$ cat config.mk
export PLATFORM = sky130hd
export DESIGN_NAME = text_whitespace_normalizer
export DESIGN_NICKNAME = d
export VERILOG_FILES = /design/src/sv/twn_pkg.sv /design/src/sv/text_whitespace_normalizer.sv
export SDC_FILE = /design/constraint.sdc
export NUM_CORES = 1
export LEC_CHECK = 0
export ABC_AREA = 0
export BUFFER_PORTS_ARGS = -buffer_cell sky130_fd_sc_hd__buf_2
export CELL_PAD_IN_SITES_DETAIL_PLACEMENT = 2
export CELL_PAD_IN_SITES_GLOBAL_PLACEMENT = 2
export CORE_MARGIN = 3
export CORE_UTILIZATION = 50
export CTS_BUF_LIST = sky130_fd_sc_hd__clkbuf_16
export DETAILED_ROUTE_END_ITERATION = 10
export PLACE_DENSITY_LB_ADDON = 0.25
export SYNTH_ARGS = -nofsm -noshare
export SYNTH_HDL_FRONTEND = slang
export SYNTH_SLANG_ARGS = --single-unit
$ cat constraint.sdc
create_clock -name clk -period 14 [get_ports clk]
set_input_delay 0.7 -clock clk [delete_from_list [all_inputs] [get_ports clk]]
set_output_delay 0.7 -clock clk [all_outputs]
set_load 0.05 [all_outputs]
$ cat src/sv/twn_pkg.sv
// ----------------------------------------------------------------------------
// twn_pkg
// Shared types and constants of the text whitespace normalizer.
// ----------------------------------------------------------------------------
`default_nettype none

package twn_pkg;

  // Character codes
  localparam logic [15:0] CH_TAB = 16'h0009;
  localparam logic [15:0] CH_LF  = 16'h000A;
  localparam logic [15:0] CH_CR  = 16'h000D;
  localparam logic [15:0] CH_SP  = 16'h0020;

  // Configuration port
  localparam int CFG_IDX_W  = 4;
  localparam int CFG_DATA_W = 8;

  localparam logic [CFG_IDX_W-1:0] CFG_NORM_LE   = 4'd0;
  localparam logic [CFG_IDX_W-1:0] CFG_TRIM      = 4'd1;
  localparam logic [CFG_IDX_W-1:0] CFG_TAB_STOP  = 4'd2;
  localparam logic [CFG_IDX_W-1:0] CFG_MAX_BLANK = 4'd3;

  // Clamp limits of the 5-bit registers
  localparam logic [4:0] TAB_MAX   = 5'd16;
  localparam logic [4:0] BLANK_MAX = 5'd20;

  typedef struct packed {
    logic [15:0] code_unit;
    logic        is_last;
  } in_t;

  typedef struct packed {
    logic [15:0] out_unit;
    logic        unit_valid;
    logic        last_in_run;
    logic        text_end;
    logic        pending_overflow;
  } out_t;

  // Unicode space set of the usual string class (isSpace)
  function automatic logic is_space(input logic [15:0] u);
    logic r;
    if (u <= 16'h00FF) begin
      r = (u == CH_SP) || (u >= 16'h0009 && u <= 16'h000D) ||
          (u == 16'h0085) || (u == 16'h00A0);
    end else begin
      r = (u == 16'h1680) || (u >= 16'h2000 && u <= 16'h200A) ||
          (u == 16'h2028) || (u == 16'h2029) || (u == 16'h202F) ||
          (u == 16'h205F) || (u == 16'h3000);
    end
    return r;
  endfunction

endpackage

`default_nettype wire

$ cat src/sv/text_whitespace_normalizer.sv
// ----------------------------------------------------------------------------
// text_whitespace_normalizer
// Line-end, tab, trailing-space and blank-line cleanup of a UTF-16 stream.
// ----------------------------------------------------------------------------
// Usage:
//   in_*   : one code unit per transfer; is_last closes the text and the
//            block then returns to its start-of-text state.
//   out_*  : the resulting code units; last_in_run marks the final result
//            of one input transfer, text_end the final result of a text.
//            A text that yields nothing still gets one marker result
//            (unit_valid low) with text_end set.
//   cfg_*  : register writes, always ready; write only while the block is
//            idle.
// Timing: one item at a time. A unit that passes straight through goes
//   through accept, dispatch, emit and close-out before the next
//   transfer; each further result takes a step of its own, a flush of the
//   pending whitespace memory first waits for its registered read, and after
//   a tab width change the column is reduced one subtract per cycle. The
//   sequencer and the single read port of the pending memory set this pace.
//   The first result passes the look-ahead slot and the output register.
// Reset (rst_n low, synchronous): registers return to their defaults, the
//   sticky overflow flag clears, nothing is output.
// Stalls: a stalled output holds; the sequencer keeps one result in a
//   look-ahead slot and waits when both slots are full. in_stall is high
//   whenever an item is in progress.
// ----------------------------------------------------------------------------
`default_nettype none

module text_whitespace_normalizer
  import twn_pkg::*;
#(
  parameter int PENDING_DEPTH = 48
) (
  input  wire                   clk,
  input  wire                   rst_n,
  // input channel
  input  wire                   in_valid,
  output logic                  in_stall,
  input  in_t                   in_data,
  // result channel
  output logic                  out_valid,
  input  wire                   out_stall,
  output out_t                  out_data,
  // configuration write channel
  input  wire                   cfg_valid,
  output logic                  cfg_ready,
  input  wire [CFG_IDX_W-1:0]   cfg_index,
  input  wire [CFG_DATA_W-1:0]  cfg_wdata
);

  // count holds 0..PENDING_DEPTH, address 0..PENDING_DEPTH-1
  localparam int CW = $clog2(PENDING_DEPTH + 1);
  localparam int AW = (PENDING_DEPTH > 1) ? $clog2(PENDING_DEPTH) : 1;
  localparam logic [CW-1:0] DEPTH_C = CW'(PENDING_DEPTH);
  localparam logic [CW-1:0] ONE_C   = CW'(1);

  typedef enum logic [6:0] {
    ST_IDLE  = 7'b0000001,
    ST_DISP  = 7'b0000010,
    ST_PUTU  = 7'b0000100,
    ST_TAB   = 7'b0001000,
    ST_CLOSE = 7'b0010000,
    ST_FLUSH = 7'b0100000,
    ST_END   = 7'b1000000
  } state_t;

  // --------------------------------------------------------------------------
  // Configuration registers
  // --------------------------------------------------------------------------
  logic       norm_le_r;
  logic       trim_r;
  logic [4:0] tab_w_r;
  logic [4:0] max_blank_r;

  assign cfg_ready = 1'b1;

  always_ff @(posedge clk) begin
    if (!rst_n) begin
      norm_le_r   <= 1'b1;
      trim_r      <= 1'b0;
      tab_w_r     <= 5'd4;
      max_blank_r <= 5'd0;
    end else if (cfg_valid && cfg_ready) begin
      unique case (cfg_index)
        CFG_NORM_LE:   norm_le_r   <= cfg_wdata[0];
        CFG_TRIM:      trim_r      <= cfg_wdata[0];
        CFG_TAB_STOP:  tab_w_r     <= cfg_wdata[4:0];
        CFG_MAX_BLANK: max_blank_r <= cfg_wdata[4:0];
        default: ;
      endcase
    end
  end

  logic [4:0] tw_eff;
  logic [4:0] mb_eff;
  assign tw_eff = (tab_w_r > TAB_MAX) ? TAB_MAX : tab_w_r;
  assign mb_eff = (max_blank_r > BLANK_MAX) ? BLANK_MAX : max_blank_r;

  // --------------------------------------------------------------------------
  // Pending whitespace memory: one write port, one registered read port
  // --------------------------------------------------------------------------
  logic [15:0]   pend_mem [PENDING_DEPTH];
  logic          mem_we;
  logic [AW-1:0] mem_waddr;
  logic [15:0]   mem_wdata;
  logic          mem_re;
  logic [AW-1:0] mem_raddr;
  logic [15:0]   mem_rdata_r;

  always_ff @(posedge clk) begin
    if (mem_we) begin
      pend_mem[mem_waddr] <= mem_wdata;
    end
    if (mem_re) begin
      mem_rdata_r <= pend_mem[mem_raddr];
    end
  end

  // --------------------------------------------------------------------------
  // Sequencer state
  // --------------------------------------------------------------------------
  state_t        state_r,     state_nxt;
  logic [15:0]   unit_r,      unit_nxt;
  logic          last_r,      last_nxt;
  logic          fin_r,       fin_nxt;     // final close of the text started
  logic [CW-1:0] count_r,     count_nxt;   // pending entries
  logic [CW-1:0] keep_r,      keep_nxt;    // entries kept when trimming
  logic          blank_r,     blank_nxt;   // line is blank so far
  logic          first_r,     first_nxt;   // still on the first line
  logic          after_cr_r,  after_cr_nxt;
  logic [4:0]    brun_r,      brun_nxt;    // blank line run
  logic [3:0]    col_r,       col_nxt;     // column modulo tab width
  logic          ovf_r,       ovf_nxt;     // sticky overflow
  logic [4:0]    tab_n_r,     tab_n_nxt;   // spaces left of a tab
  logic [CW-1:0] flim_r,      flim_nxt;    // flush length
  logic [CW-1:0] fidx_r,      fidx_nxt;    // flush position
  logic          rd_ok_r,     rd_ok_nxt;   // read data holds entry fidx
  logic          f2put_r,     f2put_nxt;   // flush is followed by the unit
  logic          cand_v_r,    cand_v_nxt;  // look-ahead result slot
  logic [15:0]   cand_unit_r, cand_unit_nxt;
  logic          out_valid_r, out_valid_nxt;
  out_t          out_data_r,  out_data_nxt;

  // working signals
  logic          out_free;
  logic          adv;
  logic          gen_v;
  logic [15:0]   gen_unit;
  logic          hold_en;
  logic [15:0]   hold_unit;
  logic          out_load;
  logic          need_red;
  logic [3:0]    col_adv;
  logic          swallow;
  logic          line_end;
  logic [4:0]    brun_inc;
  logic          keep_line;
  logic [CW-1:0] close_lim;
  logic [CW-1:0] fidx_inc;

  assign out_free = !out_valid_r || !out_stall;
  // a new result can be taken when the look-ahead slot is empty or can spill
  assign adv      = !cand_v_r || out_free;
  assign fidx_inc = fidx_r + ONE_C;

  assign need_red = (tw_eff != 5'd0) && ({1'b0, col_r} >= tw_eff);
  // column after one printed unit; col_r is already below tw_eff here
  assign col_adv  = (tw_eff == 5'd0) ? 4'd0 :
                    (({1'b0, col_r} + 5'd1) == tw_eff) ? 4'd0 : (col_r + 4'd1);

  assign swallow  = norm_le_r && after_cr_r && (unit_r == CH_LF);
  assign line_end = (unit_r == CH_LF) || (norm_le_r && (unit_r == CH_CR));

  assign brun_inc  = (brun_r <= mb_eff) ? (brun_r + 5'd1) : brun_r;
  assign keep_line = !(blank_r && (mb_eff != 5'd0) && (brun_inc > mb_eff));
  assign close_lim = trim_r ? keep_r : count_r;

  always_comb begin
    state_nxt     = state_r;
    unit_nxt      = unit_r;
    last_nxt      = last_r;
    fin_nxt       = fin_r;
    count_nxt     = count_r;
    keep_nxt      = keep_r;
    blank_nxt     = blank_r;
    first_nxt     = first_r;
    after_cr_nxt  = after_cr_r;
    brun_nxt      = brun_r;
    col_nxt       = col_r;
    ovf_nxt       = ovf_r;
    tab_n_nxt     = tab_n_r;
    flim_nxt      = flim_r;
    fidx_nxt      = fidx_r;
    rd_ok_nxt     = rd_ok_r;
    f2put_nxt     = f2put_r;
    cand_v_nxt    = cand_v_r;
    cand_unit_nxt = cand_unit_r;
    out_data_nxt  = out_data_r;
    out_load      = 1'b0;
    gen_v         = 1'b0;
    gen_unit      = CH_LF;
    hold_en       = 1'b0;
    hold_unit     = CH_SP;
    mem_we        = 1'b0;
    mem_waddr     = count_r[AW-1:0];
    mem_wdata     = hold_unit;
    mem_re        = 1'b0;
    mem_raddr     = fidx_r[AW-1:0];

    unique case (state_r)
      ST_IDLE: begin
        if (in_valid) begin
          unit_nxt  = in_data.code_unit;
          last_nxt  = in_data.is_last;
          state_nxt = ST_DISP;
        end
      end

      ST_DISP: begin
        if (need_red) begin
          // bring the column below a freshly written tab width
          col_nxt = col_r - tw_eff[3:0];
        end else if (adv) begin
          if (swallow) begin
            after_cr_nxt = 1'b0;
            state_nxt    = ST_END;
          end else begin
            after_cr_nxt = norm_le_r && (unit_r == CH_CR);
            if (line_end) begin
              state_nxt = ST_CLOSE;
            end else if (is_space(unit_r)) begin
              if ((unit_r == CH_TAB) && (tw_eff != 5'd0)) begin
                tab_n_nxt = tw_eff - {1'b0, col_r};
                col_nxt   = 4'd0;
                state_nxt = ST_TAB;
              end else begin
                hold_en   = 1'b1;
                hold_unit = unit_r;
                col_nxt   = col_adv;
                state_nxt = ST_END;
              end
            end else begin
              // printable unit: separator, pending whitespace, unit
              if (blank_r) begin
                if (mb_eff != 5'd0) begin
                  brun_nxt = 5'd0;
                end
                if (!first_r) begin
                  gen_v    = 1'b1;
                  gen_unit = CH_LF;
                end
                blank_nxt = 1'b0;
              end
              flim_nxt  = count_r;
              count_nxt = '0;
              keep_nxt  = '0;
              f2put_nxt = 1'b1;
              state_nxt = (count_r == '0) ? ST_PUTU : ST_FLUSH;
            end
          end
        end
      end

      ST_PUTU: begin
        if (adv) begin
          gen_v     = 1'b1;
          gen_unit  = unit_r;
          col_nxt   = col_adv;
          state_nxt = ST_END;
        end
      end

      ST_TAB: begin
        if (adv) begin
          hold_en   = 1'b1;
          hold_unit = CH_SP;
          tab_n_nxt = tab_n_r - 5'd1;
          if (tab_n_r == 5'd1) begin
            state_nxt = ST_END;
          end
        end
      end

      ST_CLOSE: begin
        if (adv) begin
          if (blank_r && (mb_eff != 5'd0)) begin
            brun_nxt = brun_inc;
          end
          if (blank_r && keep_line && !first_r) begin
            gen_v    = 1'b1;
            gen_unit = CH_LF;
          end
          flim_nxt  = close_lim;
          f2put_nxt = 1'b0;
          count_nxt = '0;
          keep_nxt  = '0;
          blank_nxt = 1'b1;
          first_nxt = 1'b0;
          col_nxt   = 4'd0;
          state_nxt = (keep_line && (close_lim != '0)) ? ST_FLUSH : ST_END;
        end
      end

      ST_FLUSH: begin
        if (!rd_ok_r) begin
          mem_re    = 1'b1;
          mem_raddr = fidx_r[AW-1:0];
          rd_ok_nxt = 1'b1;
        end else if (adv) begin
          gen_v    = 1'b1;
          gen_unit = mem_rdata_r;
          if (fidx_inc < flim_r) begin
            mem_re    = 1'b1;
            mem_raddr = fidx_inc[AW-1:0];
            fidx_nxt  = fidx_inc;
          end else begin
            fidx_nxt  = '0;
            rd_ok_nxt = 1'b0;
            state_nxt = f2put_r ? ST_PUTU : ST_END;
          end
        end
      end

      ST_END: begin
        if (last_r && !fin_r) begin
          fin_nxt   = 1'b1;
          state_nxt = ST_CLOSE;
        end else if (!cand_v_r && !last_r) begin
          state_nxt = ST_IDLE;
        end else if (out_free) begin
          out_load                      = 1'b1;
          out_data_nxt.out_unit         = cand_v_r ? cand_unit_r : 16'h0000;
          out_data_nxt.unit_valid       = cand_v_r;
          out_data_nxt.last_in_run      = 1'b1;
          out_data_nxt.text_end         = last_r;
          out_data_nxt.pending_overflow = ovf_r;
          cand_v_nxt                    = 1'b0;
          if (last_r) begin
            count_nxt    = '0;
            keep_nxt     = '0;
            blank_nxt    = 1'b1;
            first_nxt    = 1'b1;
            after_cr_nxt = 1'b0;
            brun_nxt     = 5'd0;
            col_nxt      = 4'd0;
            fin_nxt      = 1'b0;
          end
          state_nxt = ST_IDLE;
        end
      end

      default: state_nxt = ST_IDLE;
    endcase

    // whitespace goes out at once on a text line with trim off and nothing held, else into the memory
    mem_wdata = hold_unit;
    if (hold_en) begin
      if (!blank_r && !trim_r && (count_r == '0)) begin
        gen_v    = 1'b1;
        gen_unit = hold_unit;
      end else if (count_r < DEPTH_C) begin
        mem_we    = 1'b1;
        count_nxt = count_r + ONE_C;
        if ((hold_unit != CH_SP) && (hold_unit != CH_TAB)) begin
          keep_nxt = count_r + ONE_C;
        end
      end else begin
        ovf_nxt = 1'b1;
      end
    end

    // new result: the slot spills to the output, the new one takes the slot
    if (gen_v) begin
      if (cand_v_r) begin
        out_load                      = 1'b1;
        out_data_nxt.out_unit         = cand_unit_r;
        out_data_nxt.unit_valid       = 1'b1;
        out_data_nxt.last_in_run      = 1'b0;
        out_data_nxt.text_end         = 1'b0;
        out_data_nxt.pending_overflow = ovf_r;
      end
      cand_v_nxt    = 1'b1;
      cand_unit_nxt = gen_unit;
    end

    out_valid_nxt = out_load ? 1'b1 : (out_valid_r && out_stall);
  end

  always_ff @(posedge clk) begin
    if (!rst_n) begin
      state_r     <= ST_IDLE;
      last_r      <= 1'b0;
      fin_r       <= 1'b0;
      count_r     <= '0;
      keep_r      <= '0;
      blank_r     <= 1'b1;
      first_r     <= 1'b1;
      after_cr_r  <= 1'b0;
      brun_r      <= 5'd0;
      col_r       <= 4'd0;
      ovf_r       <= 1'b0;
      tab_n_r     <= 5'd0;
      flim_r      <= '0;
      fidx_r      <= '0;
      rd_ok_r     <= 1'b0;
      f2put_r     <= 1'b0;
      cand_v_r    <= 1'b0;
      out_valid_r <= 1'b0;
    end else begin
      state_r     <= state_nxt;
      last_r      <= last_nxt;
      fin_r       <= fin_nxt;
      count_r     <= count_nxt;
      keep_r      <= keep_nxt;
      blank_r     <= blank_nxt;
      first_r     <= first_nxt;
      after_cr_r  <= after_cr_nxt;
      brun_r      <= brun_nxt;
      col_r       <= col_nxt;
      ovf_r       <= ovf_nxt;
      tab_n_r     <= tab_n_nxt;
      flim_r      <= flim_nxt;
      fidx_r      <= fidx_nxt;
      rd_ok_r     <= rd_ok_nxt;
      f2put_r     <= f2put_nxt;
      cand_v_r    <= cand_v_nxt;
      out_valid_r <= out_valid_nxt;
    end
  end

  // payload registers
  always_ff @(posedge clk) begin
    unit_r      <= unit_nxt;
    cand_unit_r <= cand_unit_nxt;
    out_data_r  <= out_data_nxt;
  end

  assign in_stall  = (state_r != ST_IDLE);
  assign out_valid = out_valid_r;
  assign out_data  = out_data_r;

endmodule

`default_nettype wire

# Yosys cells after proc, flatten, opt, wreduce, memory -nomap -nowiden
# Memories as Yosys holds them, arrays and structs flattened. A register that Yosys moved wholly into a read port is not among the register bits.
# Index checks and enable logic that the tools add are counted.
word_totals:
  regBits: 119
  mem_bits_rw: 768
  in_bits: 34
  elab_cells: 382
  memories: 1
op_classes:
  addsub: 8
  n_lt_le_gt_ge: 12
  n_eq_ne: 57
  muxes: 201
  bitwise: 2
  reduce_logical: 72
mem_list:
  columns: ["name", "depth", "width", "rd", "rd_clocked_by_memory_dff", "write_ports", "line_no", "source"]
  rows:
  - ["pend_mem", 48, 16, 1, 1, 1, "text_whitespace_normalizer.sv:102", "logic [15:0] pend_mem [PENDING_DEPTH];"]
ops:
  columns: ["cell", "n"]
  rows:
  - ["$mux 6", 40]
  - ["$mux 16", 13]
  - ["$mux 7", 19]
  - ["$mux 20", 6]
  - ["$mux 5", 23]
  - ["$eq 16x14->1 const B", 5]
  - ["$mux 1", 72]
  - ["$mux 4", 14]
  - ["$ne 2x2->1 const B", 25]
  - ["$pmux 7 s7", 1]
  - ["$eq 16x4->1 const B", 3]
  - ["$pmux 6 s3", 2]
  - ["$reduce_and 11->1", 3]
  - ["$eq 16x8->1 const B", 2]
  - ["$pmux 16 s2", 1]
  - ["$logic_and 1x1->1", 18]
  - ["$eq 16x13->1 const B", 1]
  - ["$eq 16x6->1 const B", 1]
  - ["$ge 16x14->1 const B", 1]
  - ["$ge 16x4->1 const B", 1]
  - ["$le 16x14->1 const B", 1]
  - ["$le 16x4->1 const B", 1]
  - ["$le 16x8->1 const B", 1]
  - ["$ne 16x4->1 const B", 1]
  - ["other kinds (53)", 97]

# Longest topological paths before layout
# Gate-level depths: netlist of the first run.
logic_depth:
  word_depth: 26
  ltp_mapped: 21
  depth_no_buf: 19

# Worst setup path after synthesis of the first run
# Ideal clock, no wire load.
synth_path:
  kind: "reg2reg"
  startpoint: "reg tab_w_r[4]"
  endpoint: "mem pend_mem[32][0], enable pin"
  setup_time_ps: 430
  arrival_ps: 4197
  setup_slack_ps: 9373
  path_stages_with_launch: 14
  synth_period_minus_slack_ps: 4627
  path_cell_list: "dfxtp_1 clkbuf_1 nand2b_1 inv_1 ha_1 nor2b_1 o21ai_0 a21boi_0 o21ai_0 a21boi_1 nand3_1 a21oi_1 nand2_1 nor4_1"
synth_via:
  elab_chain_cells: 14
synth_rtl:
  columns: ["item", "line_no", "source"]
  rows:
  - ["start: declaration", "text_whitespace_normalizer.sv:72", "logic [4:0] tab_w_r;"]
  - ["start signal: assignment", "text_whitespace_normalizer.sv:87", "CFG_TAB_STOP: tab_w_r <= cfg_wdata[4:0];"]
  - ["$gt 5x5->1", "text_whitespace_normalizer.sv:96", "assign tw_eff = (tab_w_r > TAB_MAX) ? TAB_MAX : tab_w_r;"]
  - ["$mux 5 (*)", "text_whitespace_normalizer.sv:96", null]
  - ["$reduce_bool 5->1", "text_whitespace_normalizer.sv:166, text_whitespace_normalizer.sv:232", null]
  - ["$logic_and 1x1->1", "text_whitespace_normalizer.sv:232", "if ((unit_r == CH_TAB) && (tw_eff != 5'd0)) begin"]
  - ["$mux 1", "text_whitespace_normalizer.sv:232", null]
  - ["$mux 1", "text_whitespace_normalizer.sv:231", "end else if (is_space(unit_r)) begin"]
  - ["$mux 1", "text_whitespace_normalizer.sv:229", "if (line_end) begin"]
  - ["$mux 1", "text_whitespace_normalizer.sv:224", "if (swallow) begin"]
  - ["$mux 1", "text_whitespace_normalizer.sv:223", "end else if (adv) begin"]
  - ["$mux 1 (*)", "text_whitespace_normalizer.sv:220", "if (need_red) begin"]
  - ["$pmux 1 s2 (*)", "text_whitespace_normalizer.sv:210", "unique case (state_r)"]
  - ["$mux 1 (*)", "text_whitespace_normalizer.sv:357", "if (hold_en) begin"]
  - ["$mux 1 (*)", "text_whitespace_normalizer.sv:111", "if (mem_we) begin"]
  - ["$mux 1 (not written as such) (*)", "text_whitespace_normalizer.sv:112", "pend_mem[mem_waddr] <= mem_wdata;"]
  - ["end: declaration", "text_whitespace_normalizer.sv:102", null]
# Mark *: on every way between the ends. The rest lies on a longest branch, timed or not.

# Final worst setup path of the first run
layout_path:
  startpoint: "reg fidx_r[2]"
  endpoint: "reg mem_rdata_r[6] (read register of pend_mem), data pin"
layout_via:
  elab_chain_cells: 6
layout_rtl:
  columns: ["item", "line_no", "source"]
  rows:
  - ["start: declaration", "text_whitespace_normalizer.sv:136", "logic [CW-1:0] fidx_r, fidx_nxt;"]
  - ["start signal: assignment", "text_whitespace_normalizer.sv:423", "fidx_r <= fidx_nxt;"]
  - ["$add 6x1->6", "text_whitespace_normalizer.sv:164", "assign fidx_inc = fidx_r + ONE_C;"]
  - ["$lt 6x6->1", "text_whitespace_normalizer.sv:312", "if (fidx_inc < flim_r) begin"]
  - ["$mux 6 / $mux 1 (equally long branches)", "text_whitespace_normalizer.sv:312", null]
  - ["$mux 6 / $mux 1 (equally long branches)", "text_whitespace_normalizer.sv:309", "end else if (adv) begin"]
  - ["$mux 6 / $mux 1 (equally long branches)", "text_whitespace_normalizer.sv:305", "if (!rd_ok_r) begin"]
  - ["$mux 6 / $mux 1 (equally long branches)", "text_whitespace_normalizer.sv:210", null]
  - ["end: declaration", "text_whitespace_normalizer.sv:108", "logic [15:0] mem_rdata_r;"]
# Parallel ways exist; a longest one is shown, timed or not.
# A chain may end at the register's enable or synchronous reset.

==> results of run 1 <==
==> cell usage after synthesis, types with 28 or more instances <==
cell      count
edfxtp_1    816
nand2_1     409
nand3_1     153
mux2i_1     134
nor2_1      132
clkbuf_1    107
dfxtp_1      87
mux4_2       77
nand4_1      60
o21ai_0      49
nor3_1       48
buf_2        44
a21oi_1      43
a22oi_1      38
inv_1        35
a22o_1       31
ha_1         28
==> cells by family after synthesis <==
kind of cell,count (synthesis)
other,2
adder cells (fa/ha/maj),31
AND/OR/NAND/NOR,940
AO/OA/AOI/OAI,355
multiplexers,215
buffers and inverters,195
flip-flops,903
XOR/XNOR,22
==> final timing paths <==
| path | start | to | slack [ps] |
|---|---|---|---|
| max | fidx_r[2] | mem_rdata_r[6] | 6250 |
| min | in_data[7] | unit_r[6] | 220 |
| max reg2reg | fidx_r[2] | mem_rdata_r[6] | 6250 |
| min reg2reg | ovf_r | ovf_r | 490 |
==> flip-flops by register name, summed over array words and instances, names as in the netlist, 6 cells and up <==
name         flops
cand_unit_r     16
mem_rdata_r     16
fidx_r           6
count_r          6
pend_mem       768
unit_r          16
flim_r           6
out_data        20
state_r          7
keep_r           6
==> metrics by stage <==
step           instances  hold WS (ps)  instance area, sq um
3_5_place_dp        3785           456                 40000
5_1_grt             3970           199                 43100
4_1_cts             3965           188                 43100
2_1_floorplan       2854           437                 38500
3_3_place_gp        3785           447                 40000
6_report            3971           223                 43100
==> cell type report <==
type                    count  area [sq um]  area share
inverters                  36           135     0.00313
multi-input cells        1756         11600       0.270
repair buffers            123           838      0.0194
clock inverters            81           588      0.0136
well taps                 969          1210      0.0281
diodes                      4          10.0    0.000232
clock buffers              99          2480      0.0574
flip-flops and latches    903         26200       0.608
==> power breakdown <==
part | switching, W | internal [W] | total, W
combinational | 0.000109 | 0.0000403 | 0.000149
clock | 0.00121 | 0.00141 | 0.00263
sequential | 0.0000281 | 0.00292 | 0.00295
==> cell usage in the layout, fill, tap and decap left out, types with 8 or more instances in the layout <==
cell type / n
a2111o_1: 16
a2111oi_0: 16
a211o_1: 15
a211oi_1: 8
a21o_1: 11
a21oi_1: 42
a22o_1: 31
a22oi_1: 38
a311oi_1: 8
a31oi_1: 23
a32o_1: 15
and2_0: 13
and2_1: 12
and3_1: 26
buf_2: 52
buf_4: 68
clkbuf_16: 99
clkinv_1: 27
clkinv_2: 13
conb_1: 193
dfxtp_1: 87
edfxtp_1: 816
ha_1: 28
inv_1: 57
mux2i_1: 133
mux4_2: 77
nand2_1: 409
nand2b_1: 14
nand3_1: 153
nand3b_1: 11
nand4_1: 60
nor2_1: 122
nor2b_1: 9
nor3_1: 48
o211ai_1: 22
o21ai_0: 49
or3_1: 12
xnor2_1: 10
xor2_1: 8
==> routing by layer <==
| metal | part of all wire | track usage |
|---|---|---|
| met1 | 0.37 | 0.478 |
| met2 | 0.49 | 0.627 |
| met3 | 0.088 | 0.0786 |
| met4 | 0.054 | 0.172 |
| met5 | 0.00016 | 0 |
==> reports/results.ini, run 1 <==
[place]
gp_congestion = 0.862
dp_hpwl_mm = 81.8
dp_slack_ps = 6890
port_buffers = 52

[floorplan]
ios = 57
fp-row-count = 100
die_width_um = 281
dieArea_sq_um = 78900
core_area_sq_um = 74700
initial_core_util = 0.506
die_y_um = 281

[routing]
drt_iter0_drc = 3765
wire_per_inst_um = 38.6
num_vias = 27089
drt_wl_total_mm = 153
drc = 0
ant_nets = 0
avgViaCountPerCell = 6.82
drt_pass1_iterations = 5

[status]
status = finished, final reports clean

[yosys]
seq_area_frac_synth = 0.695
synthXorXnorAreaFrac = 0.00550
synth-edff-count = 816
yosysTopAreaCell = edfxtp_1
synth_compound_area_frac = 0.0696
synth_flop_cell = edfxtp_1
async_flop_share = 0
synthAdderAreaFrac = 0.0106
synth.distinct_cells = 81
synth-simple-area-share = 0.116
syn_inst = 2663
yosys_warnings = 0
synth.mux.area_fraction = 0.0826
syn_area_per_cell_sq_um = 14.2
netlist_area_sq_um = 37800
synth_top_family_by_area = simple AND/OR/NAND/NOR gates
synth_area_leaders = edfxtp_1 65%, dfxtp_1 4.6%, mux4_2 4.6%, nand2_1 4.1%, mux2i_1 3.5%
synth_top_area_share = 0.648
ys_seq_elements = 903

[min_path]
hold_depth = 1
hp-class = in -> reg

[clock_tree]
numCtsBuffers = 96
clk_latency_ps = 680
clkTransAtPathRegs_ps = 70
cts.sink_count = 903
htree_levels = 3
cts.repair.resized = 0
post-cts-setup-buffers = 0
holdBufCountCts = 0
tritoncts = built
clockBufferDepth = 3
clockRootBuffer = clkbuf_16

[setup_path]
start_kind = register
end_kind = register
arrival_ps = 8160
crit_fanout = 55
crit_top_cell = ha_1
cp_top_family = compound AO/OA/AOI/OAI gates
worstSetupPathType = reg -> reg
cp.depth = 14
timing.critical_path.buf_inv = 2
critPathSlowestCell = dfxtp_1
crit_chain = nand3_1, xnor2_1, ha_1, and2_1, a221oi_1, o21ai_1, inv_1, ha_1, a21o_4, buf_4, mux4_2, a22oi_1, nand2_1, a2111o_1
worst_path_largest_cell_delay_ps = 820
r2r_cells = 14
crit_required_ps = 14400

[sta]
clock_skew_ps = 37.5
hold_viol_final = 0
finalSetupTns_ps = 0
tightest_slew_ps = 1490
slew_headroom = 0.00625
max_freq_mhz = 129
slew_violations = 0
period_share = 0.554
fin_crit_ps = 7750
setup_violations = 0
rsz0062_at_grt = no
setup_ws_ps = 6250

[power]
powerDensity_nw_per_um2 = 133
ir_worst_vdd_mv = 0.129
p_total_w = 0.00572
cellLeakagePower_nw = 14.0

[global_routing]
grt_pass1_vias = 28423
grt_max_degree = 146
gr-total-overflow = 0
grt_usage = 0.377
antenna_found_initial = 8
grt_pass1_wl_mm = 215

[final_layout]
final_layout_size_suffix_gt1_frac = 0.127
post-route-util = 0.578
area_delta_synth_final_pct = 14.2
fin_nets = 2980
fill_cells = 6601

[job]
maxCapViolCount = 0

(Power assumes the default switching activity.)
==> run 2, diff against run 1 <==
Settings changed: CORE_UTILIZATION 50 to 46.
Clock period 14 ns to 7.21 ns, I/O delays scaled along.
==> reports/results.ini, run 2 (same netlist as run 1, synthesis figures left out) <==
[place]
dp_hpwl_mm = 81.0  ; -0.87%
gp_congestion = 0.855  ; -0.80%
port_buffers = 52  ; unchanged
place_inst = 3886  ; +2.7%

[status]
status = finished, final reports clean

[power]
powerDensity_nw_per_um2 = 252  ; +90%
p_total_w = 0.0110  ; +93%
p_clk_frac = 0.455  ; -0.004
cellLeakagePower_nw = 14.2  ; +1.3%
switching_share = 0.222  ; -0.0133
comb_power_share = 0.026  ; about the same
intPower_w = 0.00857  ; +96%
ir_worst_vdd_mv = 0.207  ; +61%
seqPwrFrac = 0.519  ; +0.004
power.switching_w = 0.00245  ; +82%

[sta]
slew_headroom = 0.0826  ; +0.0764
period_share = 0.934  ; +0.380
tightest_slew_ps = 1380  ; -115 ps
rsz0062_at_grt = no
clock_skew_ps = 23.9  ; -13.7 ps
fin_crit_ps = 6730  ; -1020 ps
finalSetupTns_ps = 0  ; unchanged
hold_viol_final = 0  ; unchanged
max_freq_mhz = 148  ; +15%
setup_violations = 0  ; unchanged
slew_violations = 0  ; unchanged

[global_routing]
grt_pass1_vias = 27930  ; -1.7%
gr-total-overflow = 0  ; unchanged
antenna_found_initial = 6  ; -2
grt_pass1_wl_mm = 200  ; -6.6%
grt_usage = 0.320  ; -0.0571
grt_max_degree = 123  ; -16%

[floorplan]
initial_core_util = 0.467  ; -0.0390
dieArea_sq_um = 85600  ; +8.5%
ios = 57  ; unchanged
die_width_um = 293  ; +4.2%
die_y_um = 293  ; +4.2%
fp-row-count = 104  ; +4.0%
core_area_sq_um = 80900  ; +8.4%

[routing]
wire_per_inst_um = 33.7  ; -13%
num_vias = 25773  ; -4.9%
drc = 0  ; unchanged
drt_iter0_drc = 2747  ; -27%
dr.max_layer_used = met5
met2_length_mm = 67.7  ; -9.1%
ant_nets = 0  ; unchanged
wl_met1_mm = 54.0  ; -5.2%
met3_length_mm = 8.98  ; -33%
drt_wl_total_mm = 138  ; -10%
avgViaCountPerCell = 6.30  ; -7.6%
drt_pass1_iterations = 5  ; unchanged

[setup_path]
start_kind = register
end_kind = register
worstSetupPathType = reg -> reg
r2r_setup_slack_ps = 480  ; -5770 ps
crit_required_ps = 7600  ; -6800 ps
r2r_cells = 14  ; unchanged
crit_fanout = 22  ; -60%
r2r_start = fidx_r[2]
arrival_ps = 7130  ; -1030 ps
r2r-end = mem_rdata_r[6]

[min_path]
min_from = cfg_index[1]
hp-class = in -> reg
hold_depth = 4  ; +3
holdPathEnd = norm_le_r

[final_layout]
fin_nets = 3013  ; +1.1%
layout.cells.non_filler = 4090  ; +3.0%
layout_commonest_cell = edfxtp_1
area_delta_synth_final_pct = 15.6
regMostFlops = pend_mem
final_layout_size_suffix_gt1_frac = 0.131  ; +0.00374
largest_reg_flops = 768  ; unchanged
final_cell_mix = 816 x edfxtp_1, 409 x nand2_1, 193 x conb_1

[clock_tree]
cts.sink_count = 903  ; unchanged
post-cts-setup-buffers = 0  ; unchanged
htree_levels = 3  ; unchanged
clockRootBuffer = clkbuf_16
clockBufferDepth = 3  ; unchanged
clkTransAtPathRegs_ps = 60  ; about the same
tritoncts = built
numCtsBuffers = 96  ; unchanged
clk_latency_ps = 680  ; about the same

[job]
maxCapViolCount = 0  ; unchanged

## run 2: cell type report
type | count | area [sq um]
timing repair buffer | 155 | 1200
antenna | 3 | 7.51
clock buffer | 99 | 2480
tap | 1060 | 1330
fill | 7441 | 37300
inverter | 36 | 135
clock inverter | 77 | 623
multi-input combinational | 1757 | 11700
sequential | 903 | 26200
## run 2: worst max-delay path, cell delays in order, from the launching register on
cell and delay (ps):
dfxtp_1 770, nand3_1 420, xnor2_1 460, ha_1 320, and2_1 210, a221oi_1 580
o21ai_1 510, inv_1 310, ha_1 380, a21o_4 470, buf_4 430, mux4_2 570
a22oi_1 240, nand2_1 230, a2111o_1 520
## run 2: worst max path at each step
| stage | start | to |
|---|---|---|
| final | fidx_r[2] | mem_rdata_r[6] |
| after global routing | fidx_r[2] | mem_rdata_r[6] |
| after CTS | fidx_r[2] | mem_rdata_r[6] |
| after detailed placement | fidx_r[2] | mem_rdata_r[6] |
| after global placement | fidx_r[2] | mem_rdata_r[1] |
| after floorplan | tab_w_r[4] | pend_mem[32][0] |
## run 2: routing by layer
metal / GRT usage / vias up
met5: 0 / -
met4: 0.138 / 6
met3: 0.0548 / 373
met2: 0.542 / 1143
met1: 0.408 / 13601
li1: - / 10650
## run 2: what timing repair did
item	4_1_cts	5_1_grt
endpoints found under the hold margin	26	0
endpoints found under the setup margin	0	1
hold buffers	22	0
gates resized for setup	0	0
## run 2: stage by stage
stage | util | area (sq um) | hold WS (ps) | setup WS, ps
floorplan | - | 38500 | 437 | 2580
detailed placement | 0.498 | 40300 | 469 | 753
global route | 0.540 | 43700 | 93.5 | 120
CTS | 0.539 | 43600 | 54.6 | 385
finish | 0.540 | 43700 | 84.7 | 475
global placement | 0.498 | 40300 | 457 | 1280
## run 2: power groups by stage
stage	registers, W	clock network, W	logic [W]
floorplan	0.00580	0	0.000175
global placement	0.00583	0	0.000229
detailed placement	0.00583	0	0.000245
CTS	0.00572	0.00508	0.000265
global route	0.00572	0.00526	0.000308
finish	0.00572	0.00501	0.000286
